<file path="src/design/drr_pkg.sv">
// Shared constants, codes and types of the deficit round-robin scheduler.
// No dependencies; every other design file but drr_ram imports this package.
`default_nettype none

package drr_pkg;

  // Scheduler geometry
  localparam int QUEUES      = 4;
  localparam int MTU         = 1500;
  localparam int QW          = (QUEUES > 1) ? $clog2(QUEUES) : 1;
  localparam int NUM_WEIGHTS = 4;

  // Field widths
  localparam int QUEUE_W     = 2;
  localparam int LEN_W       = 16;
  localparam int METRIC_W    = 16;
  localparam int COST_W      = 32;
  localparam int DEF_W       = 32;
  localparam int DEF_W1      = DEF_W + 1;
  localparam int WEIGHT_W    = 8;
  localparam int DIVISOR_W   = 16;
  localparam int QUANTUM_W   = WEIGHT_W + $clog2(MTU + 1);
  localparam int HEAD_W      = LEN_W + COST_W;

  // Queue index limit for a present word
  localparam logic [QUEUE_W:0] QUEUE_LIM = (QUEUE_W + 1)'(QUEUES);

  // Divider: four quotient bits per cycle
  localparam int DIV_RADIX_BITS = 4;
  localparam int DIV_CYCLES     = COST_W / DIV_RADIX_BITS;
  localparam int DIV_CNT_W      = $clog2(DIV_CYCLES);

  // Configuration port
  localparam int CFG_IDX_W  = 3;
  localparam int CFG_DATA_W = 16;
  localparam logic [CFG_IDX_W-1:0] CFG_WEIGHT_0     = 3'd0;
  localparam logic [CFG_IDX_W-1:0] CFG_WEIGHT_1     = 3'd1;
  localparam logic [CFG_IDX_W-1:0] CFG_WEIGHT_2     = 3'd2;
  localparam logic [CFG_IDX_W-1:0] CFG_WEIGHT_3     = 3'd3;
  localparam logic [CFG_IDX_W-1:0] CFG_METRIC_MODE  = 3'd4;
  localparam logic [CFG_IDX_W-1:0] CFG_COST_DIVISOR = 3'd5;

  localparam logic [WEIGHT_W-1:0]  WEIGHT_RESET  = 8'd1;
  localparam logic [DIVISOR_W-1:0] DIVISOR_RESET = 16'd1500;

  // Input operation codes
  localparam logic OP_PRESENT = 1'b0;
  localparam logic OP_PULL    = 1'b1;

  // Sequencer states
  typedef enum logic [7:0] {
    ST_IDLE  = 8'b0000_0001,
    ST_START = 8'b0000_0010,
    ST_DIV   = 8'b0000_0100,
    ST_READ  = 8'b0000_1000,
    ST_ADD   = 8'b0001_0000,
    ST_EVAL  = 8'b0010_0000,
    ST_FLUSH = 8'b0100_0000,
    ST_DONE  = 8'b1000_0000
  } drr_state_t;

endpackage

`default_nettype wire

</file>
<file path="src/design/drr_if.sv">
// Valid/ready channel interfaces of the scheduler: request words in,
// result words out. Depends on drr_pkg for the field widths.
`default_nettype none

interface drr_in_if import drr_pkg::*; ();
  logic                valid;
  logic                ready;
  logic                op;
  logic [QUEUE_W-1:0]  queue;
  logic [LEN_W-1:0]    packet_length;
  logic [METRIC_W-1:0] link_metric;

  modport source (output valid, op, queue, packet_length, link_metric, input ready);
  modport sink   (input valid, op, queue, packet_length, link_metric, output ready);
endinterface

interface drr_out_if import drr_pkg::*; ();
  logic               valid;
  logic               ready;
  logic               granted;
  logic [QUEUE_W-1:0] grant_queue;
  logic [LEN_W-1:0]   grant_length;
  logic               active;
  logic               rejected;

  modport source (output valid, granted, grant_queue, grant_length, active, rejected,
                  input ready);
  modport sink   (input valid, granted, grant_queue, grant_length, active, rejected,
                  output ready);
endinterface

`default_nettype wire

</file>
<file path="src/design/deficit_round_robin_scheduler.sv">
// Deficit round-robin scheduler over QUEUES single-packet queues.
// Depends on drr_pkg, drr_if, drr_ram and drr_div.
//
// Usage:
//   items   : request words. op = present loads a head packet (length, link
//             metric) into one queue; op = pull asks for the next packet.
//   results : one word per request: grant flag, queue and length of the
//             released packet, an activity flag, and a reject flag for a
//             present to an occupied or nonexistent queue.
//   cfg_*   : write-only registers (weights, metric mode, cost divisor);
//             write only while no request is in flight.
// Timing: one request at a time. A present's result is ready once it is
//   accepted (rejected or length cost), or in metric mode once the iterative
//   divider ends. A pull visits queues in turn, each visit a deficit/head
//   memory read, a quantum add, and a compare and write back, until a grant
//   or a full scan; each visit is one memory read-modify-write.
// Reset: all heads empty, deficits zero, pointer at queue 0, weights 1,
//   cost divisor 1500. Deficits carry per-entry valid flags, so no clearing
//   pass is needed.
// Stall: a finished result sits in the output register; a new request is
//   taken while it waits, and its own result holds until the register frees.
`default_nettype none

module deficit_round_robin_scheduler import drr_pkg::*; (
  input  wire logic                  clk,
  input  wire logic                  rst,
  input  wire logic                  cfg_write_en,
  input  wire logic [CFG_IDX_W-1:0]  cfg_index,
  input  wire logic [CFG_DATA_W-1:0] cfg_data,
  drr_in_if.sink                     items,
  drr_out_if.source                  results
);

  // Configuration registers
  logic [WEIGHT_W-1:0]  weight [NUM_WEIGHTS];
  logic                 metric_mode;
  logic [DIVISOR_W-1:0] cost_divisor;

  // Control state
  drr_state_t      state;
  logic [QUEUES-1:0] head_valid;
  logic [QUEUES-1:0] deficit_valid;
  logic [QW-1:0]   next_queue;
  logic [QW-1:0]   visits;
  logic            pend;
  logic            wrap;
  logic            act;
  logic            out_valid;

  // Payload registers
  logic [QW-1:0]        q_r;
  logic [LEN_W-1:0]     len_r;
  logic [METRIC_W-1:0]  metric_r;
  logic [QUANTUM_W-1:0] quantum;
  logic [DEF_W-1:0]     d_acc;
  logic                 res_granted;
  logic [QUEUE_W-1:0]   res_queue;
  logic [LEN_W-1:0]     res_length;
  logic                 res_active;
  logic                 res_rejected;
  logic                 out_granted;
  logic [QUEUE_W-1:0]   out_queue;
  logic [LEN_W-1:0]     out_length;
  logic                 out_active;
  logic                 out_rejected;

  // Memory ports
  logic              head_we;
  logic [QW-1:0]     head_waddr;
  logic [HEAD_W-1:0] head_wdata;
  logic [HEAD_W-1:0] head_rdata;
  logic              def_we;
  logic [DEF_W-1:0]  def_wdata;
  logic [DEF_W-1:0]  def_rdata;
  logic              mem_re;

  // Divider
  logic                 div_start;
  logic                 div_done;
  logic [DIVISOR_W-1:0] div_divisor;
  logic [COST_W-1:0]    div_dividend;
  logic [COST_W-1:0]    div_quotient;

  // Combinational helpers
  logic              accept;
  logic [QW-1:0]     in_qidx;
  logic              q_ok;
  logic              present_ok;
  logic [QW-1:0]     ptr_inc;
  logic [DEF_W-1:0]  d_cur;
  logic [DEF_W:0]    d_sum;
  logic [DEF_W-1:0]  d_sat;
  logic [COST_W-1:0] head_cost;
  logic [LEN_W-1:0]  head_len;
  logic              head_hit;
  logic              out_free;

  assign accept     = items.valid && items.ready;
  assign in_qidx    = items.queue[QW-1:0];
  assign q_ok       = {1'b0, items.queue} < QUEUE_LIM;
  assign present_ok = q_ok && !head_valid[in_qidx];
  assign ptr_inc    = (next_queue == QW'(QUEUES - 1)) ? '0 : next_queue + 1'b1;
  assign out_free   = !out_valid || results.ready;

  // Deficit of the visited queue, with the pending quantum added and saturated
  assign d_cur = deficit_valid[next_queue] ? def_rdata : '0;
  assign d_sum = {1'b0, d_cur} + DEF_W1'(quantum);
  assign d_sat = d_sum[DEF_W] ? {DEF_W{1'b1}} : d_sum[DEF_W-1:0];

  assign head_cost = head_rdata[COST_W-1:0];
  assign head_len  = head_rdata[HEAD_W-1:COST_W];
  assign head_hit  = (state == ST_EVAL) && head_valid[next_queue] && (head_cost <= d_acc);

  // Configuration writes
  always_ff @(posedge clk) begin
    if (rst) begin
      for (int i = 0; i < NUM_WEIGHTS; i++) begin
        weight[i] <= WEIGHT_RESET;
      end
      metric_mode  <= 1'b0;
      cost_divisor <= DIVISOR_RESET;
    end else if (cfg_write_en) begin
      unique case (cfg_index)
        CFG_WEIGHT_0:     weight[0]    <= cfg_data[WEIGHT_W-1:0];
        CFG_WEIGHT_1:     weight[1]    <= cfg_data[WEIGHT_W-1:0];
        CFG_WEIGHT_2:     weight[2]    <= cfg_data[WEIGHT_W-1:0];
        CFG_WEIGHT_3:     weight[3]    <= cfg_data[WEIGHT_W-1:0];
        CFG_METRIC_MODE:  metric_mode  <= cfg_data[0];
        CFG_COST_DIVISOR: cost_divisor <= cfg_data[DIVISOR_W-1:0];
        default: ;
      endcase
    end
  end

  // Head memory write: plain cost at accept, divided cost when the divider ends
  always_comb begin
    head_we    = 1'b0;
    head_waddr = q_r;
    head_wdata = {len_r, div_quotient};
    if (state == ST_IDLE) begin
      head_we    = accept && (items.op == OP_PRESENT) && present_ok && !metric_mode;
      head_waddr = in_qidx;
      head_wdata = {items.packet_length, COST_W'(items.packet_length)};
    end else if (state == ST_DIV) begin
      head_we = div_done;
    end
  end

  // Deficit write back: cleared, charged, or carried with its new quantum
  always_comb begin
    def_we    = (state == ST_EVAL) || (state == ST_FLUSH);
    def_wdata = d_acc;
    if (state == ST_EVAL) begin
      if (!head_valid[next_queue]) begin
        def_wdata = '0;
      end else if (head_hit) begin
        def_wdata = d_acc - head_cost;
      end
    end
  end

  assign mem_re = (state == ST_READ);

  drr_ram #(.WIDTH(HEAD_W), .DEPTH(QUEUES)) u_head_ram (
    .clk   (clk),
    .we    (head_we),
    .waddr (head_waddr),
    .wdata (head_wdata),
    .re    (mem_re),
    .raddr (next_queue),
    .rdata (head_rdata)
  );

  drr_ram #(.WIDTH(DEF_W), .DEPTH(QUEUES)) u_deficit_ram (
    .clk   (clk),
    .we    (def_we),
    .waddr (next_queue),
    .wdata (def_wdata),
    .re    (mem_re),
    .raddr (next_queue),
    .rdata (def_rdata)
  );

  // Metric-mode cost: product registered inside the divider
  assign div_start    = (state == ST_START);
  assign div_dividend = COST_W'(len_r) * COST_W'(metric_r);
  assign div_divisor  = (cost_divisor == '0) ? DIVISOR_W'(1) : cost_divisor;

  drr_div u_div (
    .clk      (clk),
    .rst      (rst),
    .start    (div_start),
    .dividend (div_dividend),
    .divisor  (div_divisor),
    .done     (div_done),
    .quotient (div_quotient)
  );

  // Sequencer: control state
  always_ff @(posedge clk) begin
    if (rst) begin
      state         <= ST_IDLE;
      head_valid    <= '0;
      deficit_valid <= '0;
      next_queue    <= '0;
      visits        <= '0;
      pend          <= 1'b0;
      wrap          <= 1'b0;
      act           <= 1'b0;
      out_valid     <= 1'b0;
    end else begin
      if (results.ready && !((state == ST_DONE) && out_free)) begin
        out_valid <= 1'b0;
      end
      unique case (state)
        ST_IDLE: begin
          if (accept) begin
            if (items.op == OP_PRESENT) begin
              if (present_ok && metric_mode) begin
                state <= ST_START;
              end else begin
                if (present_ok) begin
                  head_valid[in_qidx] <= 1'b1;
                end
                state <= ST_DONE;
              end
            end else begin
              visits <= '0;
              pend   <= 1'b0;
              wrap   <= 1'b0;
              act    <= 1'b0;
              state  <= ST_READ;
            end
          end
        end
        ST_START: begin
          state <= ST_DIV;
        end
        ST_DIV: begin
          if (div_done) begin
            head_valid[q_r] <= 1'b1;
            state           <= ST_DONE;
          end
        end
        ST_READ: begin
          state <= ST_ADD;
        end
        ST_ADD: begin
          state <= wrap ? ST_FLUSH : ST_EVAL;
        end
        ST_EVAL: begin
          deficit_valid[next_queue] <= 1'b1;
          act <= act | head_valid[next_queue];
          if (head_hit) begin
            head_valid[next_queue] <= 1'b0;
            state <= ST_DONE;
          end else begin
            next_queue <= ptr_inc;
            pend       <= 1'b1;
            if (visits == QW'(QUEUES - 1)) begin
              wrap <= 1'b1;
            end else begin
              visits <= visits + 1'b1;
            end
            state <= ST_READ;
          end
        end
        ST_FLUSH: begin
          deficit_valid[next_queue] <= 1'b1;
          state <= ST_DONE;
        end
        ST_DONE: begin
          if (out_free) begin
            out_valid <= 1'b1;
            state     <= ST_IDLE;
          end
        end
        default: state <= ST_IDLE;
      endcase
    end
  end

  // Sequencer: payload
  always_ff @(posedge clk) begin
    unique case (state)
      ST_IDLE: begin
        q_r          <= in_qidx;
        len_r        <= items.packet_length;
        metric_r     <= items.link_metric;
        res_granted  <= 1'b0;
        res_queue    <= '0;
        res_length   <= '0;
        res_active   <= 1'b0;
        res_rejected <= (items.op == OP_PRESENT) && !present_ok;
      end
      ST_READ: begin
        quantum <= QUANTUM_W'(weight[next_queue]) * QUANTUM_W'(MTU);
      end
      ST_ADD: begin
        d_acc <= pend ? d_sat : d_cur;
      end
      ST_EVAL: begin
        if (head_hit) begin
          res_granted <= 1'b1;
          res_queue   <= QUEUE_W'(next_queue);
          res_length  <= head_len;
          res_active  <= 1'b1;
        end
      end
      ST_FLUSH: begin
        res_active <= act;
      end
      ST_DONE: begin
        if (out_free) begin
          out_granted  <= res_granted;
          out_queue    <= res_queue;
          out_length   <= res_length;
          out_active   <= res_active;
          out_rejected <= res_rejected;
        end
      end
      default: ;
    endcase
  end

  assign items.ready          = (state == ST_IDLE);
  assign results.valid        = out_valid;
  assign results.granted      = out_granted;
  assign results.grant_queue  = out_queue;
  assign results.grant_length = out_length;
  assign results.active       = out_active;
  assign results.rejected     = out_rejected;

  // A grant always comes with the activity flag and never with a reject
  a_grant_flags: assert property (@(posedge clk) disable iff (rst)
    results.valid && results.granted |-> results.active && !results.rejected)
    else $error("grant word with inconsistent flags");

  // A granted head is emptied on the next edge
  a_grant_clears: assert property (@(posedge clk) disable iff (rst)
    head_hit |=> !head_valid[$past(next_queue)])
    else $error("granted head still valid");

  // The divider finishes only while the sequencer waits for it
  a_div_owned: assert property (@(posedge clk) disable iff (rst)
    div_done |-> state == ST_DIV)
    else $error("divider finished outside its wait state");

  // The final carry-out write only happens after every queue was visited
  a_flush_wrap: assert property (@(posedge clk) disable iff (rst)
    state == ST_FLUSH |-> wrap && visits == QW'(QUEUES - 1))
    else $error("deficit flush before scan end");

  // A result word is only launched from a finished request
  a_out_source: assert property (@(posedge clk) disable iff (rst)
    $rose(out_valid) |-> $past(state) == ST_DONE)
    else $error("result launched outside done state");

endmodule

`default_nettype wire

</file>
<file path="src/design/drr_ram.sv">
// Generic single-port-write, single-port-read RAM with registered read data.
// Standalone; width and depth come from its parameters.
`default_nettype none

module drr_ram #(
  parameter int WIDTH = 32,
  parameter int DEPTH = 4
) (
  input  wire logic                     clk,
  input  wire logic                     we,
  input  wire logic [$clog2(DEPTH)-1:0] waddr,
  input  wire logic [WIDTH-1:0]         wdata,
  input  wire logic                     re,
  input  wire logic [$clog2(DEPTH)-1:0] raddr,
  output      logic [WIDTH-1:0]         rdata
);

  logic [WIDTH-1:0] mem [DEPTH];

  // Write port
  always_ff @(posedge clk) begin
    if (we) begin
      mem[waddr] <= wdata;
    end
  end

  // Registered read port, holds while not read
  always_ff @(posedge clk) begin
    if (re) begin
      rdata <= mem[raddr];
    end
  end

endmodule

`default_nettype wire

</file>
<file path="src/design/drr_div.sv">
// Iterative unsigned divider for the metric-mode packet cost.
// Restoring, four quotient bits per cycle; depends on drr_pkg.
`default_nettype none

module drr_div import drr_pkg::*; (
  input  wire logic                 clk,
  input  wire logic                 rst,
  input  wire logic                 start,
  input  wire logic [COST_W-1:0]    dividend,
  input  wire logic [DIVISOR_W-1:0] divisor,
  output      logic                 done,
  output      logic [COST_W-1:0]    quotient
);

  logic                 busy;
  logic [DIV_CNT_W-1:0] cnt;
  logic [DIVISOR_W-1:0] rem;
  logic [DIVISOR_W-1:0] dvs;
  logic [COST_W-1:0]    quo;
  logic [DIVISOR_W-1:0] rem_next;
  logic [COST_W-1:0]    quo_next;
  logic [DIVISOR_W:0]   trial;

  // Four restoring steps: dividend bits leave the top of quo, quotient bits enter below
  always_comb begin
    rem_next = rem;
    quo_next = quo;
    trial    = '0;
    for (int s = 0; s < DIV_RADIX_BITS; s++) begin
      trial    = {rem_next, quo_next[COST_W-1]};
      quo_next = {quo_next[COST_W-2:0], 1'b0};
      if (trial >= {1'b0, dvs}) begin
        trial       = trial - {1'b0, dvs};
        quo_next[0] = 1'b1;
      end
      rem_next = trial[DIVISOR_W-1:0];
    end
  end

  // Control: count the steps, pulse done with the final quotient
  always_ff @(posedge clk) begin
    if (rst) begin
      busy <= 1'b0;
      done <= 1'b0;
      cnt  <= '0;
    end else begin
      done <= 1'b0;
      if (start) begin
        busy <= 1'b1;
        cnt  <= '0;
      end else if (busy) begin
        cnt <= cnt + 1'b1;
        if (cnt == DIV_CNT_W'(DIV_CYCLES - 1)) begin
          busy <= 1'b0;
          done <= 1'b1;
        end
      end
    end
  end

  // Datapath
  always_ff @(posedge clk) begin
    if (start) begin
      rem <= '0;
      quo <= dividend;
      dvs <= divisor;
    end else if (busy) begin
      rem <= rem_next;
      quo <= quo_next;
    end
  end

  assign quotient = quo;

endmodule

`default_nettype wire
</file>
<file path="src/flat_wrapper.sv">
// flat-port wrapper written by rule: the top's interface ports become plain ports
module deficit_round_robin_scheduler_flat import drr_pkg::*;
  (clk, rst, cfg_write_en, cfg_index, cfg_data, items_valid, items_op, items_queue, items_packet_length, items_link_metric, items_ready, results_valid, results_granted, results_grant_queue, results_grant_length, results_active, results_rejected, results_ready);
  drr_in_if items_i ();
  drr_out_if results_i ();
  input  wire logic clk;
  input  wire logic rst;
  input  wire logic cfg_write_en;
  input  wire logic [CFG_IDX_W-1:0] cfg_index;
  input  wire logic [CFG_DATA_W-1:0] cfg_data;
  input wire logic [$bits(items_i.valid)-1:0] items_valid;
  input wire logic [$bits(items_i.op)-1:0] items_op;
  input wire logic [$bits(items_i.queue)-1:0] items_queue;
  input wire logic [$bits(items_i.packet_length)-1:0] items_packet_length;
  input wire logic [$bits(items_i.link_metric)-1:0] items_link_metric;
  output wire logic [$bits(items_i.ready)-1:0] items_ready;
  output wire logic [$bits(results_i.valid)-1:0] results_valid;
  output wire logic [$bits(results_i.granted)-1:0] results_granted;
  output wire logic [$bits(results_i.grant_queue)-1:0] results_grant_queue;
  output wire logic [$bits(results_i.grant_length)-1:0] results_grant_length;
  output wire logic [$bits(results_i.active)-1:0] results_active;
  output wire logic [$bits(results_i.rejected)-1:0] results_rejected;
  input wire logic [$bits(results_i.ready)-1:0] results_ready;
  assign items_i.valid = items_valid;
  assign items_i.op = items_op;
  assign items_i.queue = items_queue;
  assign items_i.packet_length = items_packet_length;
  assign items_i.link_metric = items_link_metric;
  assign items_ready = items_i.ready;
  assign results_valid = results_i.valid;
  assign results_granted = results_i.granted;
  assign results_grant_queue = results_i.grant_queue;
  assign results_grant_length = results_i.grant_length;
  assign results_active = results_i.active;
  assign results_rejected = results_i.rejected;
  assign results_i.ready = results_ready;
  deficit_round_robin_scheduler u_core (.clk(clk), .rst(rst), .cfg_write_en(cfg_write_en), .cfg_index(cfg_index), .cfg_data(cfg_data), .items(items_i), .results(results_i));
endmodule
</file>
<file path="config.mk">
export PLATFORM = sky130hd
export DESIGN_NAME = deficit_round_robin_scheduler_flat
export DESIGN_NICKNAME = d
export VERILOG_FILES = /design/src/design/drr_pkg.sv /design/src/design/drr_if.sv /design/src/design/deficit_round_robin_scheduler.sv /design/src/design/drr_ram.sv /design/src/design/drr_div.sv /design/src/flat_wrapper.sv
export SDC_FILE = /design/constraint.sdc
export NUM_CORES = 2
export LEC_CHECK = 0
export BUFFER_PORTS_ARGS = -buffer_cell sky130_fd_sc_hd__buf_4
export CAP_MARGIN = 15
export CORE_MARGIN = 10
export CORE_UTILIZATION = 25
export CTS_BUF_LIST = sky130_fd_sc_hd__clkbuf_16
export DETAILED_ROUTE_END_ITERATION = 10
export GPL_TIMING_DRIVEN = 1
export PLACE_DENSITY = 0.36
export SLEW_MARGIN = 0
export SYNTH_ARGS = -nofsm -noshare
export SYNTH_HDL_FRONTEND = slang
export SYNTH_HIERARCHICAL = 1
export SYNTH_SLANG_ARGS = --single-unit
</file>
<file path="constraint.sdc">
create_clock -name clk -period 9.4 [get_ports clk]
set_input_delay 1.41 -clock clk [delete_from_list [all_inputs] [get_ports clk]]
set_output_delay 1.41 -clock clk [all_outputs]
set_load 0.02 [all_outputs]
</file>
# Yosys cells after proc, flatten, opt, wreduce, memory -nomap -nowiden
# Memory sizes are Yosys's and may differ from the RTL's. A register that Yosys moved wholly into a read port is not among the register bits.
# Cells that the tools add are included.
totals:
  mem_count: 3
  mem_bits_rw: 352
  inputBits: 59
  regBits: 235
classes:
  muxes: 103
  eq_ne: 27
  n_mul: 2
  n_bitwise: 13
  order_cmp: 11
  add_sub_neg: 9
  n_reduce_logical: 40
memory_table:
  columns: ["name", "words", "width", "read_ports", "rd_clocked_by_memory_dff", "wr", "line", "text"]
  rows:
  - ["u_core.u_head_ram.mem", 4, 48, 1, 1, 1, "drr_ram.sv:18", "logic [WIDTH-1:0] mem [DEPTH];"]
  - ["u_core.u_deficit_ram.mem", 4, 32, 1, 1, 1, "drr_ram.sv:18", null]
  - ["u_core.weight", 4, 8, 1, 1, 4, "deficit_round_robin_scheduler.sv:35", "logic [WEIGHT_W-1:0] weight [NUM_WEIGHTS];"]
ops:
  columns: ["operator", "n"]
  rows:
  - ["$mux W32", 8]
  - ["$mux W16", 5]
  - ["$mux W8", 10]
  - ["$ge A17 B16 Y1", 4]
  - ["$pmux W8 S8", 1]
  - ["$sub A16 B16 Y16", 4]
  - ["$mux W48", 1]
  - ["$mux W1", 47]
  - ["$add A32 B19 Y33", 1]
  - ["$le A32 B32 Y1", 1]
  - ["$mul A16 B16 Y32", 1]
  - ["$pmux W16 S2", 1]
  - ["$sub A32 B32 Y32", 1]
  - ["$mux W4", 6]
  - ["$mux W2", 9]
  - ["$ne A2 B2 Y1 const B", 9]
  - ["$mul A8 B9 Y17 const B", 1]
  - ["$logic_not A16 Y1", 1]
  - ["$logic_and A1 B1 Y1", 13]
  - ["$or A4 B4 Y4", 3]
  - ["$pmux W4 S3", 1]
  - ["$reduce_and A2 Y1", 6]
  - ["$reduce_and A5 Y1", 2]
  - ["$eq A3 B3 Y1 const B", 3]
  - ["other kinds (36)", 66]

# Longest topological paths before layout
logic_depth:
  word_depth: 10
  ltp_mapped: 47
  depth_no_buf: 42

# Cells and area by module
# Netlist, hierarchy kept.
by_module_without_submodules:
  columns: ["module", "seq_area_each_um2", "area_per_inst_um2", "instances", "cells_per_inst"]
  rows:
  - ["deficit_round_robin_scheduler", 5555.3, 21444.3, 1, 2332]
  - ["drr_ram (u_core.u_head_ram)", 7206.9, 8390.5, 1, 302]
  - ["drr_div", 1861.8, 6416.2, 1, 669]
  - ["drr_ram (u_core.u_deficit_ram)", 4804.6, 5650.4, 1, 203]

# Worst setup path after synthesis
# No wires, ideal clock.
synth_path:
  path_kind: "reg2reg"
  from: "register u_core.u_div.dvs[1]"
  to: "register u_core.u_div.rem[11]"
  n_path_buf: 6
  setup_time_ns: 0.137
  stages_incl_launch_ff: 45
  period_less_slack_ns: 9.690
  arrival_time_ns: 9.552
  setup_slack_ns: -0.290
  path_cell_list: "edfxtp_1 -> inv_1 -> ha_1 -> nor2b_1 -> o31a_1 -> nor4_4 -> o211ai_1 -> and2_4 -> buf_6 -> clkbuf_1 -> mux2_2 -> ha_1 -> a21o_1 -> or3_1 -> o21bai_2 -> a211oi_1 -> o21ai_1 -> o21ai_1 -> [... 9 more ...] -> a21oi_1 -> o21ai_2 -> clkbuf_1 -> mux2_2 -> ha_1 -> nand3_1 -> a21oi_1 -> o31a_1 -> o2111ai_1 -> o21ai_0 -> o41a_1 -> o221a_2 -> nor3b_2 -> mux2_4 -> buf_6 -> buf_4 -> mux2i_1 -> a211oi_1"
synth_between:
  elab_chain_cells: 8
  word_cells_on_any_way: 12
synth_rtl:
  columns: ["element", "line", "text"]
  rows:
  - ["start, declared", "drr_div.sv:18", "logic [DIVISOR_W-1:0] dvs;"]
  - ["start signal, assigned", "drr_div.sv:66", "dvs <= divisor;"]
  - ["$sub A16 B16 Y16 / $ge A17 B16 Y1 (equally long branches)", "drr_div.sv:33, drr_div.sv:32", null]
  - ["$mux W16", "drr_div.sv:32", "if (trial >= {1'b0, dvs}) begin"]
  - ["$sub A16 B16 Y16 / $ge A17 B16 Y1 (equally long branches)", "drr_div.sv:33, drr_div.sv:32", null]
  - ["$mux W16", "drr_div.sv:32", null]
  - ["$sub A16 B16 Y16 / $ge A17 B16 Y1 (equally long branches)", "drr_div.sv:33, drr_div.sv:32", null]
  - ["$mux W16", "drr_div.sv:32", null]
  - ["$sub A16 B16 Y16 / $ge A17 B16 Y1 (equally long branches)", "drr_div.sv:33, drr_div.sv:32", null]
  - ["$mux W16 *", "drr_div.sv:32", null]
  - ["end signal, assigned", "drr_div.sv:68", "rem <= rem_next;"]
  - ["end, declared", "drr_div.sv:17", "logic [DIVISOR_W-1:0] rem;"]
# Mark *: on every way between the ends. The rest lies on a longest branch, timed or not.
# A chain may end at the register's enable or synchronous reset.

# Worst setup path after layout
# Same ends and word-level chain as after synthesis.

==> impl_metrics.csv <==
group,metric,value,unit
place,io_buffer_count,81,
route,detail_route.iter0.violations,1259,
timing,fmaxAchievable,111,MHz
grt,antenna_found_initial,3,
worst_setup_path,timing.critical_path.depth,43,
run_status,status,"finished, final reports clean",
cts,cts.reportedPaths.clkPinSlew,0.06,ns
worst_setup_path,slowest_stage,"sky130_fd_sc_hd__o41a_1",
grt,grtUsageTotal,0.132,
timing,final.period_utilization,0.958,
cts,number_of_h_tree_levels,3,
timing,clock_skew,0.0359,ns
timing,worst_pin_slew,1.18,ns
timing,timing.final.hold_violations,0,
timing,finalCriticalPeriod,9.00,ns
yosys,yosysWarningCount,6,
worst_setup_path,critical_path.endpoint_type,"flip-flop",
cts,clock-sinks,669,
yosys,asyncSetResetFlopFracSynth,0,
route,routed_wire_length_per_instance,20.5,um
place,gp_routability_congestion,0.800,
route,ant_nets,0,
route,drt_pre_antenna_iters,5,
worst_setup_path,worst_stage_delay_on_the_critical_path,0.42,ns
yosys,synth_seq_area_share,0.464,
timing,final-setup-viol-count,0,
final_layout,fill_cells,17100,
worst_setup_path,path_max_fanout,9,
yosys,number_of_register_bits_inferred_by_synthesis,669,
die,die_y,429,um
worst_setup_path,critPathRequiredTime,9.94,ns
worst_setup_path,arrival_worst_endpoint,9.55,ns
final_layout,areaGrowthSynthToFinish,16.5,%
route,routed-via-count,26700,
die,die-width,429,um
cts,clockBufferDepth,3,
timing,slew_headroom,0.207,
yosys,number_of_synthesized_flops_with_an_enable_pin,603,
cts,clock_insertion_delay_worst_skew,0.71,ns
min_path,timing.hold.worst_path_depth,0,
worst_setup_path,r2r.worst_path.cells,43,
route,wirelength,122000,um
min_path,holdCritPathClass,"reg -> reg",
final_layout,finalNetCount,4233,
cts,tritoncts,"built",
timing,slew_violations,0,
cts,cts_inserted_buffers,83,
yosys,syn_nets,4052,
final_layout,post_route_cells_drive_above_1_share,0.156,
grt,grt_start_max_net_pins,59,
yosys,synth_cell_types,99,
grt,first_pass_grt_wire_length,187000,um
run,max_cap_viols,0,
worst_setup_path,crit_buf_inv,6,
grt,grt.overflow.total,0,
die,initial_util,0.251,
route,remaining_drc_errors,0,
cts,clockRootBuffer,"sky130_fd_sc_hd__clkbuf_16",
worst_setup_path,critical_path.top_delay_family,"compound AO/OA/AOI/OAI gates",
die,placementRows,150,
yosys,syn-cell-area,0.0419,mm^2
worst_setup_path,timing.critical_path.from_type,"flip-flop",
grt,vias_in_the_first_global_route,28900,
worst_setup_path,timing.critical_path.mode_cell,"sky130_fd_sc_hd__buf_12",
cts,cts.hold.buffers_added,0,
timing,totalNegativeSetupSlack,0,ns
yosys,avgSynthCellArea,12.0,um^2
die,die-area,0.184,mm^2
route,viasPerCell,4.48,
final_layout,layout_common_cells,"sky130_fd_sc_hd__edfxtp_1, sky130_fd_sc_hd__inv_1, sky130_fd_sc_hd__nand2_1",
die,io_pins,82,
worst_setup_path,critical_path_class,"reg -> reg",
final_layout,layout_commonest_cell,"sky130_fd_sc_hd__edfxtp_1",
place,hpwl_after_detailed_placement,89400,um
die,design.core.area,0.167,mm^2
yosys,dominantRegCellSynth,"sky130_fd_sc_hd__edfxtp_1",
yosys,postSynthCellCount,3506,
==> metrics by stage <==
stage	util	area, um^2	hold slack, ns	cells	setup WS (ns)
final	0.292	48800	0.416	5958	0.397
after detailed placement	0.274	45700	0.405	5797	-0.125
after CTS	0.291	48500	0.418	5953	0.0506
after floorplan	-	41900	0.400	3506	0.0182
after global routing	0.292	48800	0.421	5957	-0.0450
after global placement	0.274	45700	0.404	5797	0.0930
==> cells in the mapped netlist, types with 19 or more instances <==
library cell               instances  area (um^2)
sky130_fd_sc_hd__nor2b_1          19          119
sky130_fd_sc_hd__inv_1           390         1460
sky130_fd_sc_hd__nor3_1           46          230
sky130_fd_sc_hd__nor2_1          149          559
sky130_fd_sc_hd__o21a_1           24          180
sky130_fd_sc_hd__nand3_1          40          200
sky130_fd_sc_hd__dfxtp_1          66         1320
sky130_fd_sc_hd__nand4_1          22          138
sky130_fd_sc_hd__edfxtp_1        603        18100
sky130_fd_sc_hd__fa_1            224         4480
sky130_fd_sc_hd__and2_1          206         1290
sky130_fd_sc_hd__nand2_1         380         1430
sky130_fd_sc_hd__a21oi_1         130          651
sky130_fd_sc_hd__o21bai_1         23          173
sky130_fd_sc_hd__xor2_1           44          385
sky130_fd_sc_hd__a21o_1           56          420
sky130_fd_sc_hd__a211oi_1         36          270
sky130_fd_sc_hd__mux2i_1          24          240
sky130_fd_sc_hd__ha_1            263         3290
sky130_fd_sc_hd__nand2b_1         25          156
sky130_fd_sc_hd__o21ai_0         101          505
sky130_fd_sc_hd__mux4_2           89         2000
sky130_fd_sc_hd__a31oi_1          35          219
sky130_fd_sc_hd__mux2_2           61          687
sky130_fd_sc_hd__xnor2_1          88          771
sky130_fd_sc_hd__clkbuf_1        100          375
==> area by class of cell <==
class / instances / area (um^2) / area share
clock inverter: 65 / 543 / 0.0111
antenna: 1 / 2.50 / 0.0000513
clock buffer: 86 / 2150 / 0.0441
tap: 2204 / 2760 / 0.0565
multi-input combinational: 2321 / 20700 / 0.425
sequential: 669 / 19400 / 0.398
timing repair buffer: 222 / 1720 / 0.0353
inverter: 390 / 1460 / 0.0300
==> cell families (layout without fill, tap and decap cells) <==
kind of cell             count (synthesis)  after routing  share of synthesized area
AO/OA/AOI/OAI                          524            524                     0.0825
XOR/XNOR                               132            132                     0.0276
adder cells (fa/ha/maj)                487            487                      0.186
buffers and inverters                  517            763                     0.0495
flip-flops                             669            669                      0.464
multiplexers                           177            177                     0.0716
other                                    0              1                          0
AND/OR/NAND/NOR                       1000           1001                      0.120
==> registers in the layout, summed over array words and instances, names as in the netlist, 17 cells and up, named ones only <==
name,cells
u_core/d_acc,32
u_core/quantum,17
u_core/u_deficit_ram/mem,128
u_core/u_deficit_ram/rdata,32
u_core/u_div/quotient,32
u_core/u_head_ram/mem,192
u_core/u_head_ram/rdata,48
u_core/weight,32
==> routing by layer <==
metal,global-route usage,vias up,wire length (um)
met5,0,-,0
li1,-,12800,-
met1,0.174,13500,56500
met3,0.0192,113,3820
met2,0.229,327,60200
met4,0.0264,0,1790
==> timing repair <==
item	CTS	global route
pin swaps	1	18
setup buffers	4	4
cloned	1	0
resized for setup	7	50
endpoints found under the setup margin	16	17
==> final timing paths <==
| check | start | endpoint | slack, ns |
|---|---|---|---|
| setup / recovery | u_core/u_div/dvs[1]$_DFFE_PP_ | u_core/u_div/rem[11]$_SDFFE_PP0P_ | 0.40 |
| hold / removal | u_core/res_length[7]$_SDFFCE_PN0P_ | u_core/results.grant_length[7]$_DFFE_PP_ | 0.42 |
| setup reg to reg | u_core/u_div/dvs[1]$_DFFE_PP_ | u_core/u_div/rem[11]$_SDFFE_PP0P_ | 0.40 |
| hold reg to reg | u_core/res_length[7]$_SDFFCE_PN0P_ | u_core/results.grant_length[7]$_DFFE_PP_ | 0.42 |
Power is not shown: default switching activity piles up to over one toggle a cycle in this logic, so the estimate is an artifact.
